--- src/design/csd_pkg.sv ---
// Shared types, constants and decode functions for the cube display block.
package csd_pkg;

  localparam logic [4:0]  MaxBaseLimit  = 5'd21;
  localparam logic [4:0]  ResetMaxBase  = 5'd21;
  localparam logic [15:0] ResetScans    = 16'd250;

  localparam int unsigned AddrWidth = 3;
  localparam int unsigned DataWidth = 32;

  // register index, taken from the word address bit
  localparam logic RegMaxBase = 1'b0;
  localparam logic RegScans   = 1'b1;

  typedef logic [3:0][3:0] digits_t;

  // gfedcba pattern of one decimal digit, blank for other codes
  function automatic logic [6:0] seg_code(input logic [3:0] d);
    logic [6:0] s;
    unique case (d)
      4'd0:    s = 7'h3F;
      4'd1:    s = 7'h06;
      4'd2:    s = 7'h5B;
      4'd3:    s = 7'h4F;
      4'd4:    s = 7'h66;
      4'd5:    s = 7'h6D;
      4'd6:    s = 7'h7D;
      4'd7:    s = 7'h07;
      4'd8:    s = 7'h7F;
      4'd9:    s = 7'h6F;
      default: s = 7'h00;
    endcase
    return s;
  endfunction

  // slot 0 is the ones digit on the rightmost position
  function automatic logic [3:0] select_code(input logic [1:0] slot);
    logic [3:0] c;
    unique case (slot)
      2'd0:    c = 4'h8;
      2'd1:    c = 4'h4;
      2'd2:    c = 4'h2;
      default: c = 4'h1;
    endcase
    return c;
  endfunction

  // weight of the digit position being extracted
  function automatic logic [9:0] place_weight(input logic [1:0] pos);
    logic [9:0] w;
    unique case (pos)
      2'd3:    w = 10'd1000;
      2'd2:    w = 10'd100;
      default: w = 10'd10;
    endcase
    return w;
  endfunction

endpackage

--- src/design/csd_if.sv ---
// Valid/ready channels for scan ticks and display words.
interface csd_in_if;
  logic valid;
  logic ready;
  logic tick;
  modport source (output valid, output tick, input ready);
  modport sink (input valid, input tick, output ready);
endinterface

interface csd_out_if;
  logic       valid;
  logic       ready;
  logic [6:0] segments;
  logic [3:0] digit_select;
  logic [4:0] base_shown;
  logic [13:0] number_shown;
  modport source (output valid, output segments, output digit_select,
                  output base_shown, output number_shown, input ready);
  modport sink (input valid, input segments, input digit_select,
                input base_shown, input number_shown, output ready);
endinterface

--- src/design/csd_regs.sv ---
// APB register file: max_base and scans_per_value.
module csd_regs import csd_pkg::*; (
  input  logic                 clk_i,
  input  logic                 rst_ni,
  input  logic                 psel,
  input  logic                 penable,
  input  logic                 pwrite,
  input  logic [AddrWidth-1:0] paddr,
  input  logic [DataWidth-1:0] pwdata,
  output logic [DataWidth-1:0] prdata,
  output logic                 pready,
  output logic [4:0]           max_base_o,
  output logic [15:0]          scans_per_value_o
);

  logic [4:0]  max_base_q;
  logic [15:0] scans_q;
  logic        wr_en;

  assign pready = 1'b1;
  assign wr_en  = psel & penable & pwrite;

  always_ff @(posedge clk_i or negedge rst_ni) begin
    if (!rst_ni) begin
      max_base_q <= ResetMaxBase;
      scans_q    <= ResetScans;
    end else if (wr_en) begin
      unique case (paddr[2])
        RegMaxBase: max_base_q <= pwdata[4:0];
        RegScans:   scans_q    <= pwdata[15:0];
        default:    ;
      endcase
    end
  end

  always_comb begin
    unique case (paddr[2])
      RegMaxBase: prdata = {{(DataWidth-5){1'b0}}, max_base_q};
      RegScans:   prdata = {{(DataWidth-16){1'b0}}, scans_q};
      default:    prdata = '0;
    endcase
  end

  assign max_base_o        = max_base_q;
  assign scans_per_value_o = scans_q;

endmodule

--- src/design/csd_conv.sv ---
// Base register with iterative cube and decimal digit extraction.
module csd_conv import csd_pkg::*; (
  input  logic        clk_i,
  input  logic        rst_ni,
  input  logic        start_i,
  input  logic [4:0]  base_i,
  output logic        busy_o,
  output logic [4:0]  base_o,
  output logic [13:0] cube_o,
  output digits_t     digits_o
);

  localparam logic [1:0] StIdle = 2'd0;
  localparam logic [1:0] StSq   = 2'd1;
  localparam logic [1:0] StCube = 2'd2;
  localparam logic [1:0] StDig  = 2'd3;

  logic [1:0]  state_q, state_d;
  logic [4:0]  base_q, base_d;
  logic [9:0]  sq_q, sq_d;
  logic [13:0] cube_q, cube_d;
  logic [13:0] rem_q, rem_d;
  logic [1:0]  pos_q, pos_d;
  logic [3:0]  cnt_q, cnt_d;
  digits_t     dig_q, dig_d;

  logic [9:0]  mul_a;
  logic [14:0] prod;
  logic [13:0] weight;
  logic        fits;

  // one multiplier: base * base first, then square * base
  assign mul_a  = (state_q == StSq) ? {5'd0, base_q} : sq_q;
  assign prod   = {5'd0, mul_a} * {10'd0, base_q};
  assign weight = {4'd0, place_weight(pos_q)};
  assign fits   = rem_q >= weight;

  always_comb begin
    state_d = state_q;
    base_d  = base_q;
    sq_d    = sq_q;
    cube_d  = cube_q;
    rem_d   = rem_q;
    pos_d   = pos_q;
    cnt_d   = cnt_q;
    dig_d   = dig_q;
    unique case (state_q)
      StIdle: begin
        if (start_i) begin
          base_d  = base_i;
          state_d = StSq;
        end
      end
      StSq: begin
        sq_d    = prod[9:0];
        state_d = StCube;
      end
      StCube: begin
        cube_d  = prod[13:0];
        rem_d   = prod[13:0];
        pos_d   = 2'd3;
        cnt_d   = 4'd0;
        state_d = StDig;
      end
      StDig: begin
        // one compare-subtract per cycle; a miss closes the digit
        if (fits) begin
          rem_d = rem_q - weight;
          cnt_d = cnt_q + 4'd1;
        end else begin
          dig_d[pos_q] = cnt_q;
          cnt_d        = 4'd0;
          if (pos_q == 2'd1) begin
            dig_d[0] = rem_q[3:0];
            state_d  = StIdle;
          end else begin
            pos_d = pos_q - 2'd1;
          end
        end
      end
      default: state_d = StIdle;
    endcase
  end

  always_ff @(posedge clk_i or negedge rst_ni) begin
    if (!rst_ni) begin
      state_q <= StIdle;
      base_q  <= 5'd1;
      cube_q  <= 14'd1;
      dig_q   <= {4'd0, 4'd0, 4'd0, 4'd1};
    end else begin
      state_q <= state_d;
      base_q  <= base_d;
      cube_q  <= cube_d;
      dig_q   <= dig_d;
    end
  end

  always_ff @(posedge clk_i) begin
    sq_q  <= sq_d;
    rem_q <= rem_d;
    pos_q <= pos_d;
    cnt_q <= cnt_d;
  end

  assign busy_o   = state_q != StIdle;
  assign base_o   = base_q;
  assign cube_o   = cube_q;
  assign digits_o = dig_q;

  a_start_busy: assert property (@(posedge clk_i) disable iff (!rst_ni)
    (start_i && state_q == StIdle) |=> busy_o)
    else $error("conversion did not start");

  a_digits_match: assert property (@(posedge clk_i) disable iff (!rst_ni)
    (state_q == StIdle) |->
      ({4'd0, dig_q[3]} * 14'd1000 + {4'd0, dig_q[2]} * 14'd100 +
       {4'd0, dig_q[1]} * 14'd10 + {10'd0, dig_q[0]}) == cube_q)
    else $error("held digits disagree with cube");

  a_base_range: assert property (@(posedge clk_i) disable iff (!rst_ni)
    (state_q == StIdle) |-> (base_q >= 5'd1 && base_q <= MaxBaseLimit))
    else $error("base out of range");

  a_digit_small: assert property (@(posedge clk_i) disable iff (!rst_ni)
    (state_q == StDig) |-> cnt_q <= 4'd9)
    else $error("digit count overran");

endmodule

--- src/design/cube_sequence_seven_segment_display.sv ---
// Each accepted word yields one registered display word, and a word with tick
// set moves the scan on one slot. The word holds the segments and one-hot
// select of the current digit (ones, tens, hundreds, thousands), the base and
// its cube. After scans_per_value full scans (zero acts as one) the base steps
// (wrapping to 1 after max_base, where zero acts as one and the cap is 21) and
// the block goes busy while a shared multiplier squares and cubes the base and
// a single compare-subtract unit peels off thousands, hundreds and tens, one
// step per cycle; no tick is taken while it is busy.
module cube_sequence_seven_segment_display import csd_pkg::*; (
  input  logic                 clk_i,
  input  logic                 rst_ni,
  csd_in_if.sink               in_if,
  csd_out_if.source            out_if,
  input  logic                 psel,
  input  logic                 penable,
  input  logic                 pwrite,
  input  logic [AddrWidth-1:0] paddr,
  input  logic [DataWidth-1:0] pwdata,
  output logic [DataWidth-1:0] prdata,
  output logic                 pready
);

  logic [4:0]  max_base;
  logic [15:0] scans_per_value;
  logic        busy;
  logic [4:0]  base;
  logic [13:0] cube;
  digits_t     digits;

  logic [1:0]  slot_q;
  logic [15:0] repeat_q;
  logic        out_valid_q;
  logic [6:0]  seg_q;
  logic [3:0]  sel_q;
  logic [4:0]  base_out_q;
  logic [13:0] num_out_q;

  logic        accept;
  logic        step;
  logic        scan_done;
  logic [16:0] rep_inc;
  logic [16:0] need;
  logic        advance;
  logic [4:0]  top;
  logic [4:0]  next_base;

  csd_regs u_regs (
    .clk_i,
    .rst_ni,
    .psel,
    .penable,
    .pwrite,
    .paddr,
    .pwdata,
    .prdata,
    .pready,
    .max_base_o        (max_base),
    .scans_per_value_o (scans_per_value)
  );

  assign in_if.ready = !busy && (!out_valid_q || out_if.ready);
  assign accept      = in_if.valid && in_if.ready;
  assign step        = accept && in_if.tick;
  assign scan_done   = step && (slot_q == 2'd3);
  assign rep_inc     = {1'b0, repeat_q} + 17'd1;
  assign need        = (scans_per_value == 16'd0) ? 17'd1 : {1'b0, scans_per_value};
  assign advance     = scan_done && (rep_inc >= need);

  always_comb begin
    priority if (max_base == 5'd0) begin
      top = 5'd1;
    end else if (max_base > MaxBaseLimit) begin
      top = MaxBaseLimit;
    end else begin
      top = max_base;
    end
  end

  assign next_base = (base >= top) ? 5'd1 : base + 5'd1;

  csd_conv u_conv (
    .clk_i,
    .rst_ni,
    .start_i  (advance),
    .base_i   (next_base),
    .busy_o   (busy),
    .base_o   (base),
    .cube_o   (cube),
    .digits_o (digits)
  );

  always_ff @(posedge clk_i or negedge rst_ni) begin
    if (!rst_ni) begin
      slot_q      <= 2'd0;
      repeat_q    <= 16'd0;
      out_valid_q <= 1'b0;
    end else begin
      if (step) begin
        slot_q <= slot_q + 2'd1;
      end
      if (advance) begin
        repeat_q <= 16'd0;
      end else if (scan_done) begin
        repeat_q <= rep_inc[15:0];
      end
      if (accept) begin
        out_valid_q <= 1'b1;
      end else if (out_if.ready) begin
        out_valid_q <= 1'b0;
      end
    end
  end

  // word shows the slot as it stood before this tick
  always_ff @(posedge clk_i) begin
    if (accept) begin
      seg_q      <= seg_code(digits[slot_q]);
      sel_q      <= select_code(slot_q);
      base_out_q <= base;
      num_out_q  <= cube;
    end
  end

  assign out_if.valid        = out_valid_q;
  assign out_if.segments     = seg_q;
  assign out_if.digit_select = sel_q;
  assign out_if.base_shown   = base_out_q;
  assign out_if.number_shown = num_out_q;

  a_no_take_busy: assert property (@(posedge clk_i) disable iff (!rst_ni)
    busy |-> !in_if.ready)
    else $error("tick taken during conversion");

  a_adv_on_wrap: assert property (@(posedge clk_i) disable iff (!rst_ni)
    advance |=> slot_q == 2'd0 && repeat_q == 16'd0)
    else $error("advance without scan wrap");

  a_sel_onehot: assert property (@(posedge clk_i) disable iff (!rst_ni)
    out_valid_q |-> $onehot(sel_q))
    else $error("digit select not one-hot");

endmodule

--- src/flat_wrapper.sv ---
// flat-port wrapper written by rule: the top's interface ports become plain ports
module cube_sequence_seven_segment_display_flat import csd_pkg::*;
  (clk_i, rst_ni, psel, penable, pwrite, paddr, pwdata, prdata, pready, in_if_valid, in_if_tick, in_if_ready, out_if_valid, out_if_segments, out_if_digit_select, out_if_base_shown, out_if_number_shown, out_if_ready);
  csd_in_if in_if_i ();
  csd_out_if out_if_i ();
  input  logic clk_i;
  input  logic rst_ni;
  input  logic psel;
  input  logic penable;
  input  logic pwrite;
  input  logic [AddrWidth-1:0] paddr;
  input  logic [DataWidth-1:0] pwdata;
  output logic [DataWidth-1:0] prdata;
  output logic pready;
  input wire logic [$bits(in_if_i.valid)-1:0] in_if_valid;
  input wire logic [$bits(in_if_i.tick)-1:0] in_if_tick;
  output wire logic [$bits(in_if_i.ready)-1:0] in_if_ready;
  output wire logic [$bits(out_if_i.valid)-1:0] out_if_valid;
  output wire logic [$bits(out_if_i.segments)-1:0] out_if_segments;
  output wire logic [$bits(out_if_i.digit_select)-1:0] out_if_digit_select;
  output wire logic [$bits(out_if_i.base_shown)-1:0] out_if_base_shown;
  output wire logic [$bits(out_if_i.number_shown)-1:0] out_if_number_shown;
  input wire logic [$bits(out_if_i.ready)-1:0] out_if_ready;
  assign in_if_i.valid = in_if_valid;
  assign in_if_i.tick = in_if_tick;
  assign in_if_ready = in_if_i.ready;
  assign out_if_valid = out_if_i.valid;
  assign out_if_segments = out_if_i.segments;
  assign out_if_digit_select = out_if_i.digit_select;
  assign out_if_base_shown = out_if_i.base_shown;
  assign out_if_number_shown = out_if_i.number_shown;
  assign out_if_i.ready = out_if_ready;
  cube_sequence_seven_segment_display u_core (.clk_i(clk_i), .rst_ni(rst_ni), .in_if(in_if_i), .out_if(out_if_i), .psel(psel), .penable(penable), .pwrite(pwrite), .paddr(paddr), .pwdata(pwdata), .prdata(prdata), .pready(pready));
endmodule
--- config.mk ---
export PLATFORM = sky130hd
export DESIGN_NAME = cube_sequence_seven_segment_display_flat
export DESIGN_NICKNAME = d
export VERILOG_FILES = /design/src/design/csd_pkg.sv /design/src/design/csd_if.sv /design/src/design/csd_regs.sv /design/src/design/csd_conv.sv /design/src/design/cube_sequence_seven_segment_display.sv /design/src/flat_wrapper.sv
export SDC_FILE = /design/constraint.sdc
export NUM_CORES = 1
export LEC_CHECK = 0
export ABC_CLOCK_PERIOD_IN_PS = 14900
export BUFFER_PORTS_ARGS = -buffer_cell sky130_fd_sc_hd__clkbuf_2
export CAP_MARGIN = 5
export CORE_MARGIN = 2
export CORE_UTILIZATION = 40
export CTS_CLUSTER_DIAMETER = 150
export DETAILED_ROUTE_END_ITERATION = 16
export GPL_ROUTABILITY_DRIVEN = 1
export PLACE_DENSITY = 0.61
export SYNTH_ARGS = -nofsm -noshare
export SYNTH_HDL_FRONTEND = slang
export SYNTH_SLANG_ARGS = --single-unit
--- constraint.sdc ---
create_clock -name clk_i -period 14.9 [get_ports clk_i]
set_input_delay 2.98 -clock clk_i [delete_from_list [all_inputs] [get_ports clk_i]]
set_output_delay 2.98 -clock clk_i [all_outputs]
set_load 0.01 [all_outputs]
==> results.txt, run 1 <==
Outcome = complete, no violations
Clk buf depth = 2
Fin cells = 1212
Slew Limit Fails = 0
Main flop type after synthesis = dfrtp_1
Post-CTS Hold Buffers = 0
R2R depth = 17
GRT Util Overall = 16.81%
Initial Util = 40.91%
Critical path cell sequence = clkbuf_2 > mux2_2 > clkbuf_2
First-pass GRT wire length = 31620 microns
Fin crit share = 45.58%
CTS root buf = clkbuf_16
Yosys top cell area share = 20.06%
Register share of total power = 28.3%
Hpwl dp = 14040 microns
Sw Pwr = 1.089 mW
Library cells used by synthesis = 71
Power density cells = 246.7 nW/um^2
Clock sink count = 137
CP Buf/Inv Count = 2
DR vias/cell = 5.116
CP Launch Type = input port
Most used cell along the critical path = clkbuf_2
Die area = 23670 sq um
Largest delay share family, worst path = multiplexers
Max Fclk = 147.2 MHz
Area grow syn2layout = 12.88%
FILL cells = 2048
TritonRoute pass-1 iters = 4
Worst setup path category = input port to output port
Total global routing overflow = 0
Tmin final = 6.792 ns
Switching Fraction = 43.55%
Resized cells post-CTS = 0
CTS clk-pin slew, worst paths = 0.06 ns
Die Width = 153.9 microns
Ys async rst share = 56.20%
Clk Latency, worst-skew pair = 0.42 ns
Final hold vios = 0
Seq. cell area = 3744 sq um
Hold WC Path Type = flip-flop to flip-flop
Num CTS Buffers = 17
Setup Skew = 0.01553 ns
Yosys top cell by area = edfxtp_1
Nets = 1059
Mapped Area = 8982 sq um
WP data required = 11.92 ns
DRC = 0
Leak pwr = 4.624 nW
Vias in the first global route = 6195
H-Tree Depth = 4
Synth warn = 0
Initial antenna violation count = 0
# IOs = 108
WL/cell = 15.79 microns
Multi-input logic area = 4768 sq um
Setup bufs post-CTS = 0
Via count = 6201
Synth top area cells = edfxtp_1 (20%), dfrtp_1 (18%), ha_1 (10%)
DRT iter0 DRCs = 362
TNS Setup = 0 ns
VDD IR-drop max = 0.1259 mV
Critical Path AT = 3.81 ns
Die Y-Extent = 153.9 microns
Worst-margin pin slew = 0.9070 ns
Post-synth EDFFs = 60
Max incr delay on CP = 0.42 ns
Synth top cells by count = inv_1 (78), ha_1 (73), nand2_1 (68), dfrtp_1 (65), edfxtp_1 (60)
RSZ-0062 raised after global routing = false
Layout cells sized above 1 = 21.24%
Placed cells = 1180
Internal = 1.412 mW
CP endpoint kind = output port
Seq/Total Area, Yosys = 41.68%
Core ar. = 21960 sq um
Final WL = 19140 microns
Clk pwr share = 16.5%
Synth Instances = 848
Stages on worst setup path = 3
PortBufs = 72
Avg Cell Area, Syn = 10.59 sq um
Top-count cell post-synth = inv_1
Worst hold path depth = 0
RePlAce Congestion = 0.8188
Crit-path slowest cell = mux2_2
Slew margin rel. = 39.03%
Diodes inserted = 0
Yosys reg bits = 137
Final setup vio count = 0
CTS tree = yes
Post-DRT Antenna Nets = 0
Logic pwr share = 55.2%
Number of core rows = 54
Max Cap Viol = 0
Largest net degree at the start of global routing = 64
CP Max Fanout = 19
==> final cells by class <==
type,count,area share [%]
clock buffers,18,4.232
repair buffers,79,4.097
multi-input cells,605,47.03
inverters,79,2.924
flip-flops and latches,137,36.92
clock inverters,14,1.345
well taps,280,3.455
==> logic make-up after synthesis <==
logic type                 after synthesis  synth area share (%)
other                                    2               0.08361
adders and majority gates               97                 15.52
muxes                                   66                 8.664
xor gates and xnor gates                36                 3.510
DFF                                    137                 41.68
and+or+nand+nor                        271                 15.74
buffers and inverters                  121                 5.878
AOI/OAI and AO/OA                      118                 8.929
==> worst reg2reg max path, cell delays in order (launching register included) <==
cell and delay [ns]:
dfrtp_1 0.41, inv_1 0.08, ha_1 0.14, buf_4 0.32, mux2i_1 0.49, nor2_1 0.13
fa_1 0.54, fa_1 0.55, inv_1 0.06, fa_1 0.53, inv_1 0.04, ha_1 0.36
a21oi_1 0.18, nand2_1 0.08, or2_2 0.32, a31oi_1 0.21, xnor2_1 0.19, mux2_2 0.30
==> placed cells by master (no fill, tap or decap), types with 12 or more instances in the layout <==
| cell | Yosys | final |
|---|---|---|
| mux2_2 | 53 | 53 |
| a21o_1 | 13 | 13 |
| xnor2_1 | 24 | 24 |
| nor2_1 | 50 | 50 |
| nand2_1 | 68 | 68 |
| conb_1 | 2 | 17 |
| nand3_1 | 29 | 29 |
| dfrtp_1 | 65 | 65 |
| and2_1 | 31 | 31 |
| fa_1 | 24 | 24 |
| clkbuf_2 | 0 | 71 |
| inv_1 | 78 | 78 |
| clkbuf_16 | 0 | 17 |
| edfxtp_1 | 60 | 60 |
| o21ai_0 | 29 | 29 |
| nor2b_1 | 22 | 22 |
| nand2b_1 | 12 | 12 |
| ha_1 | 73 | 73 |
| dfstp_2 | 12 | 12 |
| a21oi_1 | 25 | 25 |
| xor2_1 | 12 | 12 |
==> routing by layer <==
layer  global-route usage (%)  vias up  share of wire [%]
li1                         -     3074                  -
met1                    22.40     3044                 47
met2                    28.51       73                 49
met3                    2.931       10                3.1
met4                    4.317        0                1.0
met5                        0        -                  0
==> final timing paths <==
check / start / end / slack, ns
max reg2reg: u_core.u_conv.state_q[1] / u_core.u_conv.rem_q[9] / 9.73
max: paddr[2] / prdata[3] / 8.11
min reg2reg: u_core.u_conv.cube_o[6] / u_core.out_if.number_shown[6] / 0.44
min in group asynchronous: rst_ni / u_core.u_conv.cube_o[9] / 2.42
max in group asynchronous: rst_ni / u_core.u_conv.digits_o[3] / 11.41
min: u_core.u_conv.cube_o[6] / u_core.out_if.number_shown[6] / 0.44
==> metrics by stage <==
stage | hold WS (ns) | worst slack (ns) | power [mW] | util [%] | instance area [sq um]
floorplan | 0.4171 | 8.263 | 1.738 | - | 9039
detailed placement | 0.4316 | 8.113 | 2.098 | 43.60 | 9574
global route | 0.4550 | 8.057 | 2.750 | 46.18 | 10140
CTS | 0.4468 | 8.106 | 2.530 | 46.18 | 10140
global placement | 0.4327 | 8.105 | 2.091 | 43.60 | 9574
finish | 0.4386 | 8.108 | 2.501 | 46.18 | 10140
==> sequential cells by signal (all words and copies together), names as in the netlist, 7 cells and up <==
register,flops
u_core.repeat_q,16
u_core.u_conv.digits_o,16
u_core.u_regs.scans_per_value_o,16
u_core.out_if.number_shown,14
u_core.u_conv.cube_o,14
u_core.u_conv.rem_q,14
u_core.u_conv.sq_q,10
u_core.out_if.segments,7
==> power by group through the flow <==
stage / Combinational, mW / Sequential (mW) / Clock (mW)
6_report: 1.38 / 0.708 / 0.412
4_1_cts: 1.40 / 0.709 / 0.424
3_5_place_dp: 1.38 / 0.715 / 0
2_1_floorplan: 1.06 / 0.681 / 0
5_1_grt: 1.59 / 0.725 / 0.440
3_3_place_gp: 1.38 / 0.713 / 0
Power figures use the tool's default switching activity.
==> inputs of run 2 (changes only) <==
--- a/config.mk
+++ b/config.mk
@@ -5,7 +5,7 @@
 export SDC_FILE = /design/constraint.sdc
 export NUM_CORES = 1
 export LEC_CHECK = 0
-export ABC_CLOCK_PERIOD_IN_PS = 14900
+export ABC_CLOCK_PERIOD_IN_PS = 5500
 export BUFFER_PORTS_ARGS = -buffer_cell sky130_fd_sc_hd__clkbuf_2
 export CAP_MARGIN = 5
 export CORE_MARGIN = 2
@@ -13,7 +13,7 @@
 export CTS_CLUSTER_DIAMETER = 150
 export DETAILED_ROUTE_END_ITERATION = 16
 export GPL_ROUTABILITY_DRIVEN = 1
-export PLACE_DENSITY = 0.61
+export PLACE_DENSITY = 0.64
 export SYNTH_ARGS = -nofsm -noshare
 export SYNTH_HDL_FRONTEND = slang
 export SYNTH_SLANG_ARGS = --single-unit
==> constraint.sdc (replaced) <==
create_clock -name clk_i -period 5.5 [get_ports clk_i]
set_input_delay 1.1 -clock clk_i [delete_from_list [all_inputs] [get_ports clk_i]]
set_output_delay 1.1 -clock clk_i [all_outputs]
set_load 0.01 [all_outputs]
==> run 2 against run 1 <==
Global-route usage is essentially flat. Power grew to 2.7 times the previous value. Flip-flop and latch count is the same. Non-clock buffer count grew 1. Core utilization grew 0.13 points. Clock-buffer cell count is the same. Largest power group unchanged. Sequential power grew to 2.7 times the previous value. Largest cell class unchanged. Critical path depth grew 14.
==> results.txt, run 2 (synthesized netlist as in run 1, its figures left out) <==
Outcome = complete, no violations
Resized cells post-CTS = 0 (unchanged)
RSZ-0062 raised after global routing = false
Worst hold path depth = 0 (unchanged)
Reg-to-Reg Start = u_core.u_conv.state_q[1]
CP Max Fanout = 7 (-12)
Vias in the first global route = 6353 (+2.6%)
Final hold vios = 0 (unchanged)
Final Util = 46.30% (+0.13 points)
Clk Latency, worst-skew pair = 0.42 ns (about the same)
PortBufs = 72 (unchanged)
DRT iter0 DRCs = 375 (+3.6%)
Reg2reg end = u_core.u_conv.rem_q[9]
Power density cells = 674.8 nW/um^2 (+170%)
WL/cell = 15.71 microns (-0.49%)
Final setup vio count = 0 (unchanged)
Hpwl dp = 14190 microns (+1.1%)
Most frequent cells in the layout = inv_1 (78), ha_1 (73), clkbuf_2 (71), nand2_1 (68), dfrtp_1 (65)
Core ar. = 21960 sq um (unchanged)
DRC = 0 (unchanged)
Largest net degree at the start of global routing = 67 (+4.7%)
Die Width = 153.9 microns (unchanged)
Total global routing overflow = 0 (unchanged)
Num CTS Buffers = 17 (unchanged)
Final worst setup slack = 0.4773 ns (-7.631 ns)
Pre-CTS setup slack = 0.5070 ns (-7.606 ns)
Post-DRT Antenna Nets = 0 (unchanged)
Hold WC Path Type = flip-flop to flip-flop
Die Y-Extent = 153.9 microns (unchanged)
Initial antenna violation count = 0 (unchanged)
GRT Util Overall = 16.82% (about the same)
TNS Setup = 0 ns (unchanged)
Post-CTS Hold Buffers = 0 (unchanged)
Worst-margin pin slew = 1.002 ns (+0.09542 ns)
Register share of total power = 27.9% (-0.4 points)
CTS tree = yes
DR vias/cell = 5.171 (+1.1%)
Worst setup path category = flip-flop to flip-flop
Fin crit share = 91.32%
CP endpoint kind = flip-flop
Setup Skew = 0.01432 ns (-0.001210 ns)
First-pass GRT wire length = 31910 microns (+0.92%)
Via count = 6273 (+1.2%)
CTS clk-pin slew, worst paths = 0.07 ns (about the same)
Die area = 23670 sq um (unchanged)
VDD IR-drop max = 0.3552 mV (+180%)
R2R setup slack = 0.48 ns (-9.25 ns)
FILL cells = 2045 (-0.15%)
Hold endpoint = u_core.out_if.number_shown[3]
Tmin final = 5.023 ns
Max Cap Viol = 0 (unchanged)
Setup bufs post-CTS = 0 (unchanged)
Clk pwr share = 16.8% (+0.3 points)
Diodes inserted = 0 (unchanged)
Critical Path AT = 5.20 ns (+1.39 ns)
Slew Limit Fails = 0 (unchanged)
Clk buf depth = 2 (unchanged)
Max Fclk = 199.1 MHz
Total power draw = 6.860 mW (+170%)
Switching Fraction = 43.37% (-0.18 points)
WP data required = 5.67 ns (-6.25 ns)
Area grow syn2layout = 13.19%
Leak pwr = 4.637 nW (+0.29%)
# IOs = 108 (unchanged)
H-Tree Depth = 4 (unchanged)
Nets = 1060 (+0.094%)
Internal = 3.885 mW (+180%)
Sw Pwr = 2.975 mW (+170%)
CTS root buf = clkbuf_16
Logic pwr share = 55.3% (about the same)
RePlAce Congestion = 0.7976 (-2.6%)
Number of core rows = 54 (unchanged)
R2R depth = 17 (unchanged)
Layout cells sized above 1 = 21.33% (+0.084 points)
CP Launch Type = flip-flop
Initial Util = 40.91% (unchanged)
Worst hold start = u_core.u_conv.cube_o[3]
Slew margin rel. = 33.17% (-5.9 points)
Most common cell after layout, fill and taps aside = inv_1
Clock sink count = 137 (unchanged)
TritonRoute pass-1 iters = 4 (unchanged)
Final WL = 19060 microns (-0.41%)
-- run 2: changes by cell type in the layout (fill, tap and decap cells not counted) --
cell      change
buf_4         +1
clkinv_8      +1
clkinv_2      -2
clkinv_4      -1
inv_8         +2
-- run 2: through the flow --
stage	area [sq um]	std cells	hold slack, ns
after global routing	10170	1213	0.4538
final	10170	1213	0.4376
after floorplan	9039	863	0.4171
after CTS	10170	1213	0.4463
after detailed placement	9582	1181	0.4283
after global placement	9582	1181	0.4310
-- run 2: power groups by stage --
stage	clock [mW]	combinational (mW)	sequential [mW]
after floorplan	0	2.86	1.85
after detailed placement	0	3.79	1.93
final	1.15	3.79	1.92
after global placement	0	3.75	1.93
after CTS	1.18	3.84	1.92
after global routing	1.22	4.32	1.97
-- run 2: cell type report --
type | instances | area [sq um] | area share, %
multi-input cells | 605 | 4768 | 46.90
flip-flops and latches | 137 | 3744 | 36.82
clock buffers | 18 | 429.2 | 4.221
repair buffers | 80 | 422.9 | 4.159
well taps | 280 | 350.3 | 3.446
inverters | 79 | 296.5 | 2.917
clock inverters | 14 | 156.4 | 1.538
-- run 2: critical path, stage by stage (launching register included) --
cell and delay, ns:
dfrtp_1 0.41, inv_1 0.09, ha_1 0.31, buf_4 0.21, mux2i_1 0.35, nor2b_1 0.11
fa_1 0.50, fa_1 0.56, inv_1 0.06, fa_1 0.53, inv_1 0.04, ha_1 0.35
a21oi_1 0.17, nand2_1 0.08, or2_2 0.31, a31oi_1 0.22, xnor2_1 0.18, mux2_2 0.29
-- run 2: how the worst max path moves through the flow --
stage                             start                      end  slack [ns]  cells past startpoint
6_report       u_core.u_conv.state_q[1]   u_core.u_conv.rem_q[9]        0.48                     17
5_1_grt        u_core.u_conv.state_q[1]  u_core.u_conv.rem_q[13]        0.13                     17
4_1_cts        u_core.u_conv.state_q[1]   u_core.u_conv.rem_q[9]        0.47                     17
3_5_place_dp   u_core.u_conv.state_q[1]  u_core.u_conv.rem_q[13]        0.51                     17
3_3_place_gp   u_core.u_conv.state_q[1]   u_core.u_conv.rem_q[9]        0.53                     17
2_1_floorplan  u_core.u_conv.state_q[1]  u_core.u_conv.rem_q[13]        0.43                     19
-- run 2: per-layer routing --
layer / GRT usage, % / vias up / wire (microns)
met5: 0 / - / 0
met4: 4.584 / 0 / 225
met3: 2.931 / 18 / 576
met2: 28.46 / 94 / 9237
met1: 22.38 / 3088 / 9017
li1: - / 3073 / -
